## config.mk

```make
export PLATFORM = sky130hd
export DESIGN_NAME = velocity_verlet_oscillator_step_unit
export DESIGN_NICKNAME = d
export VERILOG_FILES = /design/src/rtl/core/vvo_pkg.sv /design/src/rtl/core/vvo_cfg_regs.sv /design/src/rtl/core/vvo_mul_unit.sv /design/src/rtl/core/velocity_verlet_oscillator_step_unit.sv
export VERILOG_INCLUDE_DIRS = /design/src /design/src/rtl/core
export SDC_FILE = /design/constraint.sdc
export NUM_CORES = 2
export LEC_CHECK = 0
export ABC_AREA = 1
export ABC_CLOCK_PERIOD_IN_PS = 7550
export BUFFER_PORTS_ARGS = -buffer_cell sky130_fd_sc_hd__buf_2
export CELL_PAD_IN_SITES_DETAIL_PLACEMENT = 1
export CELL_PAD_IN_SITES_GLOBAL_PLACEMENT = 2
export CORE_ASPECT_RATIO = 0.8
export CORE_MARGIN = 1.5
export CORE_UTILIZATION = 39
export DETAILED_ROUTE_END_ITERATION = 8
export GPL_TIMING_DRIVEN = 0
export PLACE_DENSITY_LB_ADDON = 0.1
export SETUP_SLACK_MARGIN = 0.2
export SYNTH_ARGS = -nofsm -noshare
export SYNTH_HDL_FRONTEND = slang
export SYNTH_SLANG_ARGS = --single-unit
export TNS_END_PERCENT = 10
```

## constraint.sdc

```tcl
create_clock -name clk -period 7.55 [get_ports clk]
set_input_delay 0.3775 -clock clk [delete_from_list [all_inputs] [get_ports clk]]
set_output_delay 0.3775 -clock clk [all_outputs]
set_load 0.05 [all_outputs]
```

## src/rtl/core/velocity_verlet_oscillator_step_unit_defines.svh

```systemverilog
// assertion macros for the velocity verlet step unit
`ifndef VELOCITY_VERLET_OSCILLATOR_STEP_UNIT_DEFINES_SVH
`define VELOCITY_VERLET_OSCILLATOR_STEP_UNIT_DEFINES_SVH

`ifndef SYNTHESIS

// property checked on every rising clock edge outside reset
`define VVO_ASSERT(label, prop, msg) \
    label: assert property (@(posedge clk) disable iff (!rst_n) prop) \
        else $error(msg);

// condition that must never be true outside reset
`define VVO_ASSERT_NEVER(label, cond, msg) \
    `VVO_ASSERT(label, !(cond), msg)

`else

`define VVO_ASSERT(label, prop, msg)
`define VVO_ASSERT_NEVER(label, cond, msg)

`endif

`endif

```

## src/rtl/core/vvo_pkg.sv

```systemverilog
// shared types and constants of the velocity verlet step unit
`default_nettype none

package vvo_pkg;

    // default geometry of the state
    localparam int DATA_WIDTH_DEF = 32;
    localparam int FRAC_BITS_DEF  = 16;

    // fraction bits of the step size register
    localparam int STEP_FRAC = 16;

    // product shifts: value times k or h, and value times h/2
    localparam int PROD_SHIFT = 16;
    localparam int HALF_SHIFT = PROD_SHIFT + 1;

    // register reset values: h = 66/65536, k = 100.0
    localparam logic [15:0] STEP_SIZE_RST  = 16'd66;
    localparam logic [31:0] FORCE_GAIN_RST = 32'd6553600;

    // configuration port
    localparam int ADDR_W      = 3;
    localparam int REG_SEL_BIT = 2;
    localparam logic REG_STEP_SIZE  = 1'b0;
    localparam logic REG_FORCE_GAIN = 1'b1;

    // operation codes
    localparam logic OP_LOAD = 1'b0;
    localparam logic OP_STEP = 1'b1;

    // limits of a 32-bit output field
    localparam logic signed [31:0] Q_MAX = 32'sh7fff_ffff;
    localparam logic signed [31:0] Q_MIN = 32'sh8000_0000;

    typedef struct packed {
        logic              operation;
        logic signed [31:0] init_coord;
        logic signed [31:0] init_position;
        logic signed [31:0] init_velocity;
    } cmd_t;

    typedef struct packed {
        logic signed [31:0] coord;
        logic signed [31:0] position;
        logic signed [31:0] velocity;
        logic              saturated;
    } rsp_t;

    // request to the shared multiplier
    typedef struct packed {
        logic start;
        logic half;
        logic negate;
    } mul_ctl_t;

    // status back from the shared multiplier
    typedef struct packed {
        logic done;
        logic sat;
    } mul_sts_t;

endpackage

`default_nettype wire

```

## src/rtl/core/vvo_cfg_regs.sv

```systemverilog
// configuration registers behind the apb-style port
`default_nettype none

module vvo_cfg_regs
(
    input  wire logic                        clk,
    input  wire logic                        rst_n,
    input  wire logic                        psel,
    input  wire logic                        penable,
    input  wire logic                        pwrite,
    input  wire logic [vvo_pkg::ADDR_W-1:0]  paddr,
    input  wire logic [31:0]                 pwdata,
    output logic      [31:0]                 prdata,
    output logic                             pready,
    output logic      [15:0]                 step_size,
    output logic      [31:0]                 force_gain
);

    logic [15:0] step_size_reg;
    logic [15:0] step_size_next;
    logic [31:0] force_gain_reg;
    logic [31:0] force_gain_next;
    logic        reg_sel;
    logic        wr_en;

    assign reg_sel = paddr[vvo_pkg::REG_SEL_BIT];
    assign wr_en   = psel && penable && pwrite;
    assign pready  = 1'b1;

    // register write decode
    always_comb
    begin
        step_size_next  = step_size_reg;
        force_gain_next = force_gain_reg;
        if (wr_en)
        begin
            case (reg_sel)
                vvo_pkg::REG_STEP_SIZE:  step_size_next  = pwdata[15:0];
                vvo_pkg::REG_FORCE_GAIN: force_gain_next = pwdata;
                default:                 step_size_next  = step_size_reg;
            endcase
        end
    end

    always_ff @(posedge clk or negedge rst_n)
    begin
        if (!rst_n)
        begin
            step_size_reg  <= vvo_pkg::STEP_SIZE_RST;
            force_gain_reg <= vvo_pkg::FORCE_GAIN_RST;
        end
        else
        begin
            step_size_reg  <= step_size_next;
            force_gain_reg <= force_gain_next;
        end
    end

    // read mux
    always_comb
    begin
        case (reg_sel)
            vvo_pkg::REG_STEP_SIZE:  prdata = {16'd0, step_size_reg};
            vvo_pkg::REG_FORCE_GAIN: prdata = force_gain_reg;
            default:                 prdata = 32'd0;
        endcase
    end

    assign step_size  = step_size_reg;
    assign force_gain = force_gain_reg;

endmodule

`default_nettype wire

```

## src/rtl/core/vvo_mul_unit.sv

```systemverilog
// shared saturating multiplier: signed value times unsigned 32-bit factor
`default_nettype none

module vvo_mul_unit #(
    parameter int DATA_WIDTH = vvo_pkg::DATA_WIDTH_DEF
)
(
    input  wire logic                         clk,
    input  wire logic                         rst_n,
    input  wire vvo_pkg::mul_ctl_t            ctl,
    input  wire logic signed [DATA_WIDTH-1:0] a,
    input  wire logic        [31:0]           b,
    output logic signed      [DATA_WIDTH-1:0] res,
    output vvo_pkg::mul_sts_t                 sts
);

    localparam int DW   = DATA_WIDTH;
    localparam int PW   = DW + 32;
    localparam int LO_W = (DW > 32) ? 32 : DW;

    localparam logic [DW-1:0] MAG_MAX = {1'b0, {(DW-1){1'b1}}};
    localparam logic [DW-1:0] MAG_MIN = {1'b1, {(DW-1){1'b0}}};

    typedef enum logic [3:0] {
        M_IDLE = 4'b0001,
        M_LO   = 4'b0010,
        M_HI   = 4'b0100,
        M_FIN  = 4'b1000
    } mstate_t;

    mstate_t              state_reg;
    mstate_t              state_next;
    logic [DW-1:0]        mag_reg;
    logic [DW-1:0]        mag_next;
    logic                 neg_reg;
    logic                 neg_next;
    logic                 half_reg;
    logic                 half_next;
    logic                 negate_reg;
    logic                 negate_next;
    logic [31:0]          b_reg;
    logic [31:0]          b_next;
    logic [PW-1:0]        prod_reg;
    logic [PW-1:0]        prod_next;
    logic signed [DW-1:0] res_reg;
    logic signed [DW-1:0] res_next;
    logic                 done_reg;
    logic                 done_next;
    logic                 sat_reg;
    logic                 sat_next;

    logic [LO_W+31:0]     lo_prod;
    logic [PW-1:0]        hi_add;
    logic [PW-1:0]        shifted;
    logic [PW-1:0]        limit;
    logic                 over;
    logic [DW-1:0]        r_mag;
    logic                 neg_edge;
    logic [DW-1:0]        r_out;

    // low partial product
    assign lo_prod = (LO_W+32)'(mag_reg[LO_W-1:0]) * (LO_W+32)'(b_reg);

    // high partial product, only for state wider than 32 bits
    generate
        if (DW > 32)
        begin : g_hi
            logic [DW-1:0] hi_prod;
            assign hi_prod = DW'(mag_reg[DW-1:32]) * DW'(b_reg);
            assign hi_add  = PW'(hi_prod) << 32;
        end
        else
        begin : g_no_hi
            assign hi_add = '0;
        end
    endgenerate

    // truncate, clamp to the signed range and restore the sign
    assign shifted  = half_reg ? (prod_reg >> vvo_pkg::HALF_SHIFT)
                               : (prod_reg >> vvo_pkg::PROD_SHIFT);
    assign limit    = PW'(MAG_MAX) + PW'(neg_reg);
    assign over     = shifted > limit;
    assign r_mag    = over ? limit[DW-1:0] : shifted[DW-1:0];
    assign neg_edge = neg_reg && negate_reg && (r_mag == MAG_MIN);
    assign r_out    = (neg_reg ^ negate_reg) ? (DW'(0) - r_mag) : r_mag;

    // sequencing of one product
    always_comb
    begin
        state_next  = state_reg;
        mag_next    = mag_reg;
        neg_next    = neg_reg;
        half_next   = half_reg;
        negate_next = negate_reg;
        b_next      = b_reg;
        prod_next   = prod_reg;
        res_next    = res_reg;
        sat_next    = sat_reg;
        done_next   = 1'b0;
        case (state_reg)
            M_IDLE:
            begin
                if (ctl.start)
                begin
                    neg_next    = a[DW-1];
                    mag_next    = a[DW-1] ? (DW'(0) - $unsigned(a)) : $unsigned(a);
                    half_next   = ctl.half;
                    negate_next = ctl.negate;
                    b_next      = b;
                    state_next  = M_LO;
                end
            end
            M_LO:
            begin
                prod_next  = PW'(lo_prod);
                state_next = (DW > 32) ? M_HI : M_FIN;
            end
            M_HI:
            begin
                prod_next  = prod_reg + hi_add;
                state_next = M_FIN;
            end
            M_FIN:
            begin
                res_next   = neg_edge ? $signed(MAG_MAX) : $signed(r_out);
                sat_next   = over || neg_edge;
                done_next  = 1'b1;
                state_next = M_IDLE;
            end
            default:
            begin
                state_next = M_IDLE;
            end
        endcase
    end

    always_ff @(posedge clk or negedge rst_n)
    begin
        if (!rst_n)
        begin
            state_reg <= M_IDLE;
            done_reg  <= 1'b0;
        end
        else
        begin
            state_reg <= state_next;
            done_reg  <= done_next;
        end
    end

    // operand and result registers
    always_ff @(posedge clk)
    begin
        mag_reg    <= mag_next;
        neg_reg    <= neg_next;
        half_reg   <= half_next;
        negate_reg <= negate_next;
        b_reg      <= b_next;
        prod_reg   <= prod_next;
        res_reg    <= res_next;
        sat_reg    <= sat_next;
    end

    assign res      = res_reg;
    assign sts.done = done_reg;
    assign sts.sat  = sat_reg;

endmodule

`default_nettype wire

```

## src/rtl/core/velocity_verlet_oscillator_step_unit.sv

```systemverilog
// top level: sequencer, saturating adder and state of the verlet step unit
// step word: five dependent products on the shared multiplier
// load word: one word in flight, the next is taken while the previous result waits
//   in the output register
// reset: position, velocity and coordinate clear to zero, h = 66, k = 100.0
`default_nettype none
`include "velocity_verlet_oscillator_step_unit_defines.svh"

module velocity_verlet_oscillator_step_unit #(
    parameter int FRAC_BITS  = vvo_pkg::FRAC_BITS_DEF,
    parameter int DATA_WIDTH = vvo_pkg::DATA_WIDTH_DEF
)
(
    input  wire logic                        clk,
    input  wire logic                        rst_n,
    input  wire logic                        cmd_valid,
    output logic                             cmd_ready,
    input  wire vvo_pkg::cmd_t               cmd,
    output logic                             rsp_valid,
    input  wire logic                        rsp_ready,
    output vvo_pkg::rsp_t                    rsp,
    input  wire logic                        psel,
    input  wire logic                        penable,
    input  wire logic                        pwrite,
    input  wire logic [vvo_pkg::ADDR_W-1:0]  paddr,
    input  wire logic [31:0]                 pwdata,
    output logic      [31:0]                 prdata,
    output logic                             pready
);

    localparam int DW    = DATA_WIDTH;
    localparam int CW    = ((DW > 32) ? DW : 32) + 1;
    localparam int INC_W = (FRAC_BITS > vvo_pkg::STEP_FRAC) ? FRAC_BITS : vvo_pkg::STEP_FRAC;
    localparam int EW    = INC_W + DW;

    localparam logic signed [DW-1:0] D_MAX = {1'b0, {(DW-1){1'b1}}};
    localparam logic signed [DW-1:0] D_MIN = {1'b1, {(DW-1){1'b0}}};

    typedef enum logic [5:0] {
        ST_IDLE  = 6'b000001,
        ST_ISSUE = 6'b000010,
        ST_WAIT  = 6'b000100,
        ST_ADD   = 6'b001000,
        ST_COORD = 6'b010000,
        ST_DONE  = 6'b100000
    } state_t;

    typedef enum logic [4:0] {
        PH_FORCE0 = 5'b00001,
        PH_HALF0  = 5'b00010,
        PH_POS    = 5'b00100,
        PH_FORCE1 = 5'b01000,
        PH_HALF1  = 5'b10000
    } phase_t;

    // clamp a 32-bit load value to the state range
    function automatic logic [DW:0] clamp_in(input logic signed [31:0] v);
        logic signed [CW-1:0] w;
        w = CW'(v);
        if (w > CW'(D_MAX))
            clamp_in = {1'b1, D_MAX};
        else if (w < CW'(D_MIN))
            clamp_in = {1'b1, D_MIN};
        else
            clamp_in = {1'b0, w[DW-1:0]};
    endfunction

    // clamp a state value to a 32-bit output field
    function automatic logic [32:0] clamp_out(input logic signed [DW-1:0] v);
        logic signed [CW-1:0] w;
        w = CW'(v);
        if (w > CW'(vvo_pkg::Q_MAX))
            clamp_out = {1'b1, vvo_pkg::Q_MAX};
        else if (w < CW'(vvo_pkg::Q_MIN))
            clamp_out = {1'b1, vvo_pkg::Q_MIN};
        else
            clamp_out = {1'b0, w[31:0]};
    endfunction

    // saturating add: flag on top, sum below
    function automatic logic [DW:0] add_sat(input logic signed [DW-1:0] x,
                                            input logic signed [DW-1:0] y);
        logic signed [DW:0] s;
        s = (DW+1)'(x) + (DW+1)'(y);
        if (s[DW] != s[DW-1])
            add_sat = s[DW] ? {1'b1, D_MIN} : {1'b1, D_MAX};
        else
            add_sat = {1'b0, s[DW-1:0]};
    endfunction

    state_t               state_reg;
    state_t               state_next;
    phase_t               phase_reg;
    phase_t               phase_next;
    logic signed [DW-1:0] pos_reg;
    logic signed [DW-1:0] pos_next;
    logic signed [DW-1:0] vel_reg;
    logic signed [DW-1:0] vel_next;
    logic signed [DW-1:0] coord_reg;
    logic signed [DW-1:0] coord_next;
    logic signed [DW-1:0] tmp_reg;
    logic signed [DW-1:0] tmp_next;
    logic signed [DW-1:0] b_reg;
    logic signed [DW-1:0] b_next;
    logic                 sat_reg;
    logic                 sat_next;
    logic                 rsp_valid_reg;
    logic                 rsp_valid_next;
    vvo_pkg::rsp_t        rsp_reg;
    vvo_pkg::rsp_t        rsp_next;

    logic [15:0]          step_size;
    logic [31:0]          force_gain;
    logic [INC_W-1:0]     inc_raw;
    logic                 inc_sat;
    logic signed [DW-1:0] inc_val;

    vvo_pkg::mul_ctl_t    mul_ctl;
    vvo_pkg::mul_sts_t    mul_sts;
    logic signed [DW-1:0] mul_a;
    logic [31:0]          mul_b;
    logic signed [DW-1:0] mul_res;

    logic signed [DW-1:0] add_x;
    logic signed [DW-1:0] add_y;
    logic [DW:0]          add_out;
    logic [DW:0]          ld_coord;
    logic [DW:0]          ld_pos;
    logic [DW:0]          ld_vel;
    logic [32:0]          out_coord;
    logic [32:0]          out_pos;
    logic [32:0]          out_vel;

    vvo_cfg_regs u_cfg (
        .clk        (clk),
        .rst_n      (rst_n),
        .psel       (psel),
        .penable    (penable),
        .pwrite     (pwrite),
        .paddr      (paddr),
        .pwdata     (pwdata),
        .prdata     (prdata),
        .pready     (pready),
        .step_size  (step_size),
        .force_gain (force_gain)
    );

    vvo_mul_unit #(
        .DATA_WIDTH (DATA_WIDTH)
    ) u_mul (
        .clk   (clk),
        .rst_n (rst_n),
        .ctl   (mul_ctl),
        .a     (mul_a),
        .b     (mul_b),
        .res   (mul_res),
        .sts   (mul_sts)
    );

    // coordinate increment: h moved to the state's fraction bits
    generate
        if (FRAC_BITS >= vvo_pkg::STEP_FRAC)
        begin : g_inc_up
            assign inc_raw = INC_W'(step_size) << (FRAC_BITS - vvo_pkg::STEP_FRAC);
        end
        else
        begin : g_inc_down
            assign inc_raw = INC_W'(step_size >> (vvo_pkg::STEP_FRAC - FRAC_BITS));
        end
    endgenerate

    assign inc_sat = EW'(inc_raw) > EW'($unsigned(D_MAX));
    assign inc_val = inc_sat ? D_MAX : $signed(DW'(inc_raw));

    // multiplier operands per phase
    always_comb
    begin
        mul_ctl.start = (state_reg == ST_ISSUE);
        case (phase_reg)
            PH_FORCE0, PH_FORCE1:
            begin
                mul_a          = pos_reg;
                mul_b          = force_gain;
                mul_ctl.half   = 1'b0;
                mul_ctl.negate = 1'b1;
            end
            PH_HALF0, PH_HALF1:
            begin
                mul_a          = tmp_reg;
                mul_b          = {16'd0, step_size};
                mul_ctl.half   = 1'b1;
                mul_ctl.negate = 1'b0;
            end
            PH_POS:
            begin
                mul_a          = b_reg;
                mul_b          = {16'd0, step_size};
                mul_ctl.half   = 1'b0;
                mul_ctl.negate = 1'b0;
            end
            default:
            begin
                mul_a          = pos_reg;
                mul_b          = force_gain;
                mul_ctl.half   = 1'b0;
                mul_ctl.negate = 1'b1;
            end
        endcase
    end

    // adder operands: state update per phase, or the coordinate
    always_comb
    begin
        add_y = tmp_reg;
        if (state_reg == ST_COORD)
        begin
            add_x = coord_reg;
            add_y = inc_val;
        end
        else
        begin
            case (phase_reg)
                PH_HALF0: add_x = vel_reg;
                PH_POS:   add_x = pos_reg;
                default:  add_x = b_reg;
            endcase
        end
    end

    assign add_out = add_sat(add_x, add_y);

    // load clamps and output clamps
    assign ld_coord  = clamp_in(cmd.init_coord);
    assign ld_pos    = clamp_in(cmd.init_position);
    assign ld_vel    = clamp_in(cmd.init_velocity);
    assign out_coord = clamp_out(coord_reg);
    assign out_pos   = clamp_out(pos_reg);
    assign out_vel   = clamp_out(vel_reg);

    assign cmd_ready = (state_reg == ST_IDLE);

    // step sequencer
    always_comb
    begin
        state_next     = state_reg;
        phase_next     = phase_reg;
        pos_next       = pos_reg;
        vel_next       = vel_reg;
        coord_next     = coord_reg;
        tmp_next       = tmp_reg;
        b_next         = b_reg;
        sat_next       = sat_reg;
        rsp_next       = rsp_reg;
        rsp_valid_next = rsp_valid_reg && !rsp_ready;
        case (state_reg)
            ST_IDLE:
            begin
                if (cmd_valid)
                begin
                    if (cmd.operation == vvo_pkg::OP_LOAD)
                    begin
                        coord_next = $signed(ld_coord[DW-1:0]);
                        pos_next   = $signed(ld_pos[DW-1:0]);
                        vel_next   = $signed(ld_vel[DW-1:0]);
                        sat_next   = ld_coord[DW] || ld_pos[DW] || ld_vel[DW];
                        state_next = ST_DONE;
                    end
                    else
                    begin
                        sat_next   = 1'b0;
                        phase_next = PH_FORCE0;
                        state_next = ST_ISSUE;
                    end
                end
            end
            ST_ISSUE:
            begin
                state_next = ST_WAIT;
            end
            ST_WAIT:
            begin
                if (mul_sts.done)
                begin
                    tmp_next = mul_res;
                    sat_next = sat_reg || mul_sts.sat;
                    case (phase_reg)
                        PH_FORCE0:
                        begin
                            phase_next = PH_HALF0;
                            state_next = ST_ISSUE;
                        end
                        PH_FORCE1:
                        begin
                            phase_next = PH_HALF1;
                            state_next = ST_ISSUE;
                        end
                        default:
                        begin
                            state_next = ST_ADD;
                        end
                    endcase
                end
            end
            ST_ADD:
            begin
                sat_next = sat_reg || add_out[DW];
                case (phase_reg)
                    PH_HALF0:
                    begin
                        b_next     = $signed(add_out[DW-1:0]);
                        phase_next = PH_POS;
                        state_next = ST_ISSUE;
                    end
                    PH_POS:
                    begin
                        pos_next   = $signed(add_out[DW-1:0]);
                        phase_next = PH_FORCE1;
                        state_next = ST_ISSUE;
                    end
                    default:
                    begin
                        vel_next   = $signed(add_out[DW-1:0]);
                        state_next = ST_COORD;
                    end
                endcase
            end
            ST_COORD:
            begin
                coord_next = $signed(add_out[DW-1:0]);
                sat_next   = sat_reg || add_out[DW] || inc_sat;
                state_next = ST_DONE;
            end
            ST_DONE:
            begin
                if (!rsp_valid_reg || rsp_ready)
                begin
                    rsp_next.coord     = out_coord[31:0];
                    rsp_next.position  = out_pos[31:0];
                    rsp_next.velocity  = out_vel[31:0];
                    rsp_next.saturated = sat_reg || out_coord[32] || out_pos[32]
                                         || out_vel[32];
                    rsp_valid_next     = 1'b1;
                    state_next         = ST_IDLE;
                end
            end
            default:
            begin
                state_next = ST_IDLE;
            end
        endcase
    end

    // control and integrator state
    always_ff @(posedge clk or negedge rst_n)
    begin
        if (!rst_n)
        begin
            state_reg     <= ST_IDLE;
            phase_reg     <= PH_FORCE0;
            pos_reg       <= '0;
            vel_reg       <= '0;
            coord_reg     <= '0;
            rsp_valid_reg <= 1'b0;
        end
        else
        begin
            state_reg     <= state_next;
            phase_reg     <= phase_next;
            pos_reg       <= pos_next;
            vel_reg       <= vel_next;
            coord_reg     <= coord_next;
            rsp_valid_reg <= rsp_valid_next;
        end
    end

    // intermediates and output word
    always_ff @(posedge clk)
    begin
        tmp_reg <= tmp_next;
        b_reg   <= b_next;
        sat_reg <= sat_next;
        rsp_reg <= rsp_next;
    end

    assign rsp_valid = rsp_valid_reg;
    assign rsp       = rsp_reg;

    // checks
    `VVO_ASSERT(a_mul_done_in_wait, mul_sts.done |-> (state_reg == ST_WAIT),
                "product finished outside wait state")
    `VVO_ASSERT(a_step_starts_mul,
                (cmd_valid && cmd_ready && (cmd.operation == vvo_pkg::OP_STEP))
                |=> (state_reg == ST_ISSUE),
                "step word did not start a product")
    `VVO_ASSERT(a_done_holds,
                ((state_reg == ST_DONE) && rsp_valid && !rsp_ready) |=> (state_reg == ST_DONE),
                "result left while output register full")
    `VVO_ASSERT_NEVER(a_no_add_in_force,
                      (state_reg == ST_ADD)
                      && ((phase_reg == PH_FORCE0) || (phase_reg == PH_FORCE1)),
                      "state update during a force phase")

endmodule

`default_nettype wire
```

==> impl_metrics.py <==
metrics = {
    "finish": {
        "fin_cells": 9855,
        "area_delta_synth_final_pct": 17.9,
        "final_core_util_pct": 46.4,
        "nets": 9169,
        "largest_register_ffs": 97,
        "layout-drive-gt1-share_pct": 14.3,
    },
    "routing": {
        "drt_first_pass_iters": 5,
        "vias": 53002,
        "wl_per_cell_um": 29.1,
        "drt_iter0_markers": 5614,
        "drc_errors": 0,
        "routed_wl_um": 287000,
        "postRouteAntennaNets": 0,
        "avgViaCountPerCell": 5.38,
    },
    "yosys": {
        "synth_top_flop_cell": "edfxtp_1",
        "synth_nets": 8656,
        "ys_types": 67,
        "syn-instance-count": 7292,
        "async_flop_share_pct": 34.0,
        "syn_area_um2": 59200,
        "synth-seq-area-share_pct": 22.5,
        "synth_edf_count": 310,
        "synth_area_per_cell_um2": 8.11,
        "yosysWarnings": 0,
        "ys_ff_latch": 470,
    },
    "hold_path": {
        "min_from": "cmd[31]",
        "holdPathEnd": "vel_reg[31]",
        "holdPathStages": 3,
        "hold_class": "primary input to register",
    },
    "grt": {
        "antenna_found_initial": 32,
        "grt_max_degree": 102,
        "track_usage_pct": 37.2,
        "grt_pass1_wl_um": 400000,
        "grt_pass1_vias": 53931,
        "overflow": 0,
    },
    "status": {
        "status": "complete, but fails checks",
        "failed_checks": "max-capacitance violations, max-slew violations, negative setup slack",
    },
    "flow_run": {
        "maxCapViolations": 1,
    },
    "clock_network": {
        "clock-sinks": 470,
        "cts_tree": "built",
        "clk_path_buf_depth": 3,
        "clk_pin_slew_ns": 0.07,
        "htreeDepth": 2,
        "cts-buffers-inserted": 49,
        "clock_latency_ns": 0.66,
        "cts.root.buffer_cell": "clkbuf_16",
    },
    "worst_setup_path": {
        "path_delay_family": "adder cells",
        "ff2ff_setup_slack_ns": -0.05,
        "arrival_ns": 7.97,
        "r2r_cells": 28,
        "crit_path_start_kind": "register",
        "reg2reg_to": "u_mul.prod_reg[56]",
        "cp_slowest_cell": "fa_2",
        "slowest_delay_ns": 0.62,
        "crit_path_end_kind": "register",
        "worstSetupPathType": "register to register",
        "worstPathRequired_ns": 7.93,
        "worstPathMaxFanout": 10,
        "r2r_start": "u_mul.mag_reg[15]",
        "path_buf_inv": 6,
        "cp.depth": 28,
    },
    "timing": {
        "max_freq_mhz": 132,
        "finalWorstSetupSlack_ns": -0.0475,
        "setup_violations": 4,
        "rsz0062_at_grt": "yes",
        "worst_pin_slew_ns": 1.52,
        "min_period_over_period_pct": 101,
        "maxSlewHeadroom_pct": -2.14,
        "slew_viol_final": 2,
        "post-route-min-period_ns": 7.60,
        "finalHoldViolCount": 0,
        "clock_skew_ns": 0.0442,
    },
    "die": {
        "fp-row-count": 127,
        "top_level_ports": 271,
        "die_w_um": 438,
        "start_util_pct": 39.4,
        "dieArea_um2": 154000,
        "die_h_um": 351,
        "core_area_um2": 150000,
    },
    "place": {
        "portBuffers": 267,
        "dp_cells": 9579,
        "gp_congestion": 1.12,
        "place_hpwl_um": 243000,
    },
}
per-layer routing:
layer | track usage, % | vias to the layer above | part of all wire [%]
met5 | 1.71 | - | 0.19
met3 | 15.4 | 275 | 13
met2 | 49.3 | 2382 | 39
met4 | 6.09 | 30 | 1.8
li1 | - | 22703 | -
met1 | 56.0 | 27612 | 46
worst max path at each step:
stage,end,slack [ns],from
after floorplan,u_mul.prod_reg[63],0.59,u_mul.b_reg[26]
after global placement,u_mul.prod_reg[52],-2.47,u_mul.mag_reg[16]
after detailed placement,u_mul.prod_reg[52],-2.49,u_mul.mag_reg[16]
after CTS,u_mul.prod_reg[59],0.03,u_mul.b_reg[21]
after global routing,u_mul.prod_reg[48],-0.14,u_mul.mag_reg[15]
final,u_mul.prod_reg[56],-0.05,u_mul.mag_reg[15]
cell type report:
cell class | instances | area, um2
Fill cell | 18039 | 80400
Multi-Input combinational cell | 4552 | 38400
Sequential cell | 470 | 13300
Inverter | 1856 | 6970
Timing Repair Buffer | 465 | 3490
Buffer | 411 | 3390
Tap cell | 1999 | 2500
Clock buffer | 57 | 1360
Clock inverter | 35 | 250
Antenna cell | 10 | 25.0
cell usage after synthesis, types with 3 or more instances:
library cell,n,area [um2]
a221oi_1,3,26.3
and3_1,6,37.5
o21ai_2,9,78.8
nor3_1,33,165
nand3b_2,3,33.8
a21o_1,10,75.1
o21a_1,14,105
a21boi_0,6,45.0
a21oi_1,329,1650
o21bai_1,6,45.0
inv_1,1845,6930
xor2_1,65,569
a22oi_1,26,195
nand3_2,29,290
edfxtp_1,310,9310
nor4_1,10,62.6
nand2_1,1739,6530
dfrtp_1,152,3800
nand4_1,29,181
nor2_4,4,45.0
nand2_2,17,106
o31ai_1,5,37.5
dfstp_2,8,210
buf_1,12,45.0
buf_2,13,65.1
ha_1,329,4120
inv_2,9,33.8
buf_6,12,135
o21ai_1,18,90.1
nand3_1,108,541
fa_1,896,17900
buf_4,3,22.5
o21ai_0,314,1570
o211ai_1,46,345
nand2_4,5,56.3
or2_2,13,81.3
xnor2_1,18,158
a31oi_1,24,150
clkbuf_1,373,1400
nor2_1,397,1490
nor2_2,10,62.6
nand3b_1,3,22.5
what timing repair did:
item,CTS,global route
setup buffers,135,23
pin swaps,82,76
gates resized for setup,697,206
setup endpoints to repair,166,157
hold buffers,19,0
gates cloned,0,0
endpoints found under the hold margin,72,0
per-stage QoR:
stage / setup slack [ns] / hold WS (ns) / setup TNS, ns / instance area, um2
after floorplan: 0.587 / 0.0819 / 0 / 59200
final: -0.0475 / 0.0290 / -0.102 / 69700
after global placement: -2.47 / 0.403 / -186.48 / 63000
after detailed placement: -2.49 / 0.345 / -139.70 / 63400
after CTS: 0.0271 / 0.00215 / 0 / 68900
after global routing: -0.144 / 0.0215 / -1.53 / 69700
placed cells by master (no fill, tap or decap), types with 47 or more instances in the layout:
master	synthesis	layout
o21ai_0	314	272
dfrtp_1	152	152
clkbuf_4	0	47
edfxtp_1	310	310
nor2_1	397	361
nand2_1	1739	1705
ha_1	329	308
fa_2	0	47
fa_1	896	849
clkbuf_1	373	182
xor2_1	65	62
buf_4	3	133
inv_1	1845	1820
buf_2	13	282
clkbuf_16	0	82
a21oi_1	329	288
nand3_1	108	106
clkbuf_8	0	71
logic make-up after synthesis:
group	count (synthesis)	synth area share, %
multiplexers	1	0.0190
other	1	0.00634
buffers and inverters	2270	14.6
AND/OR/NAND/NOR	2418	16.7
flip-flops	470	22.5
AO/OA/AOI/OAI	824	7.67
XOR/XNOR	83	1.23
adder cells (fa/ha/maj)	1225	37.3
tightest hold or removal path: cells and delay by family:
family	cells	cell delay [ns]
buf+inv	1	0.11
compound gates	1	0.08
simple gates	1	0.06
Power is not shown: default switching activity piles up to over one toggle a cycle in this logic, so the estimate is an artifact.
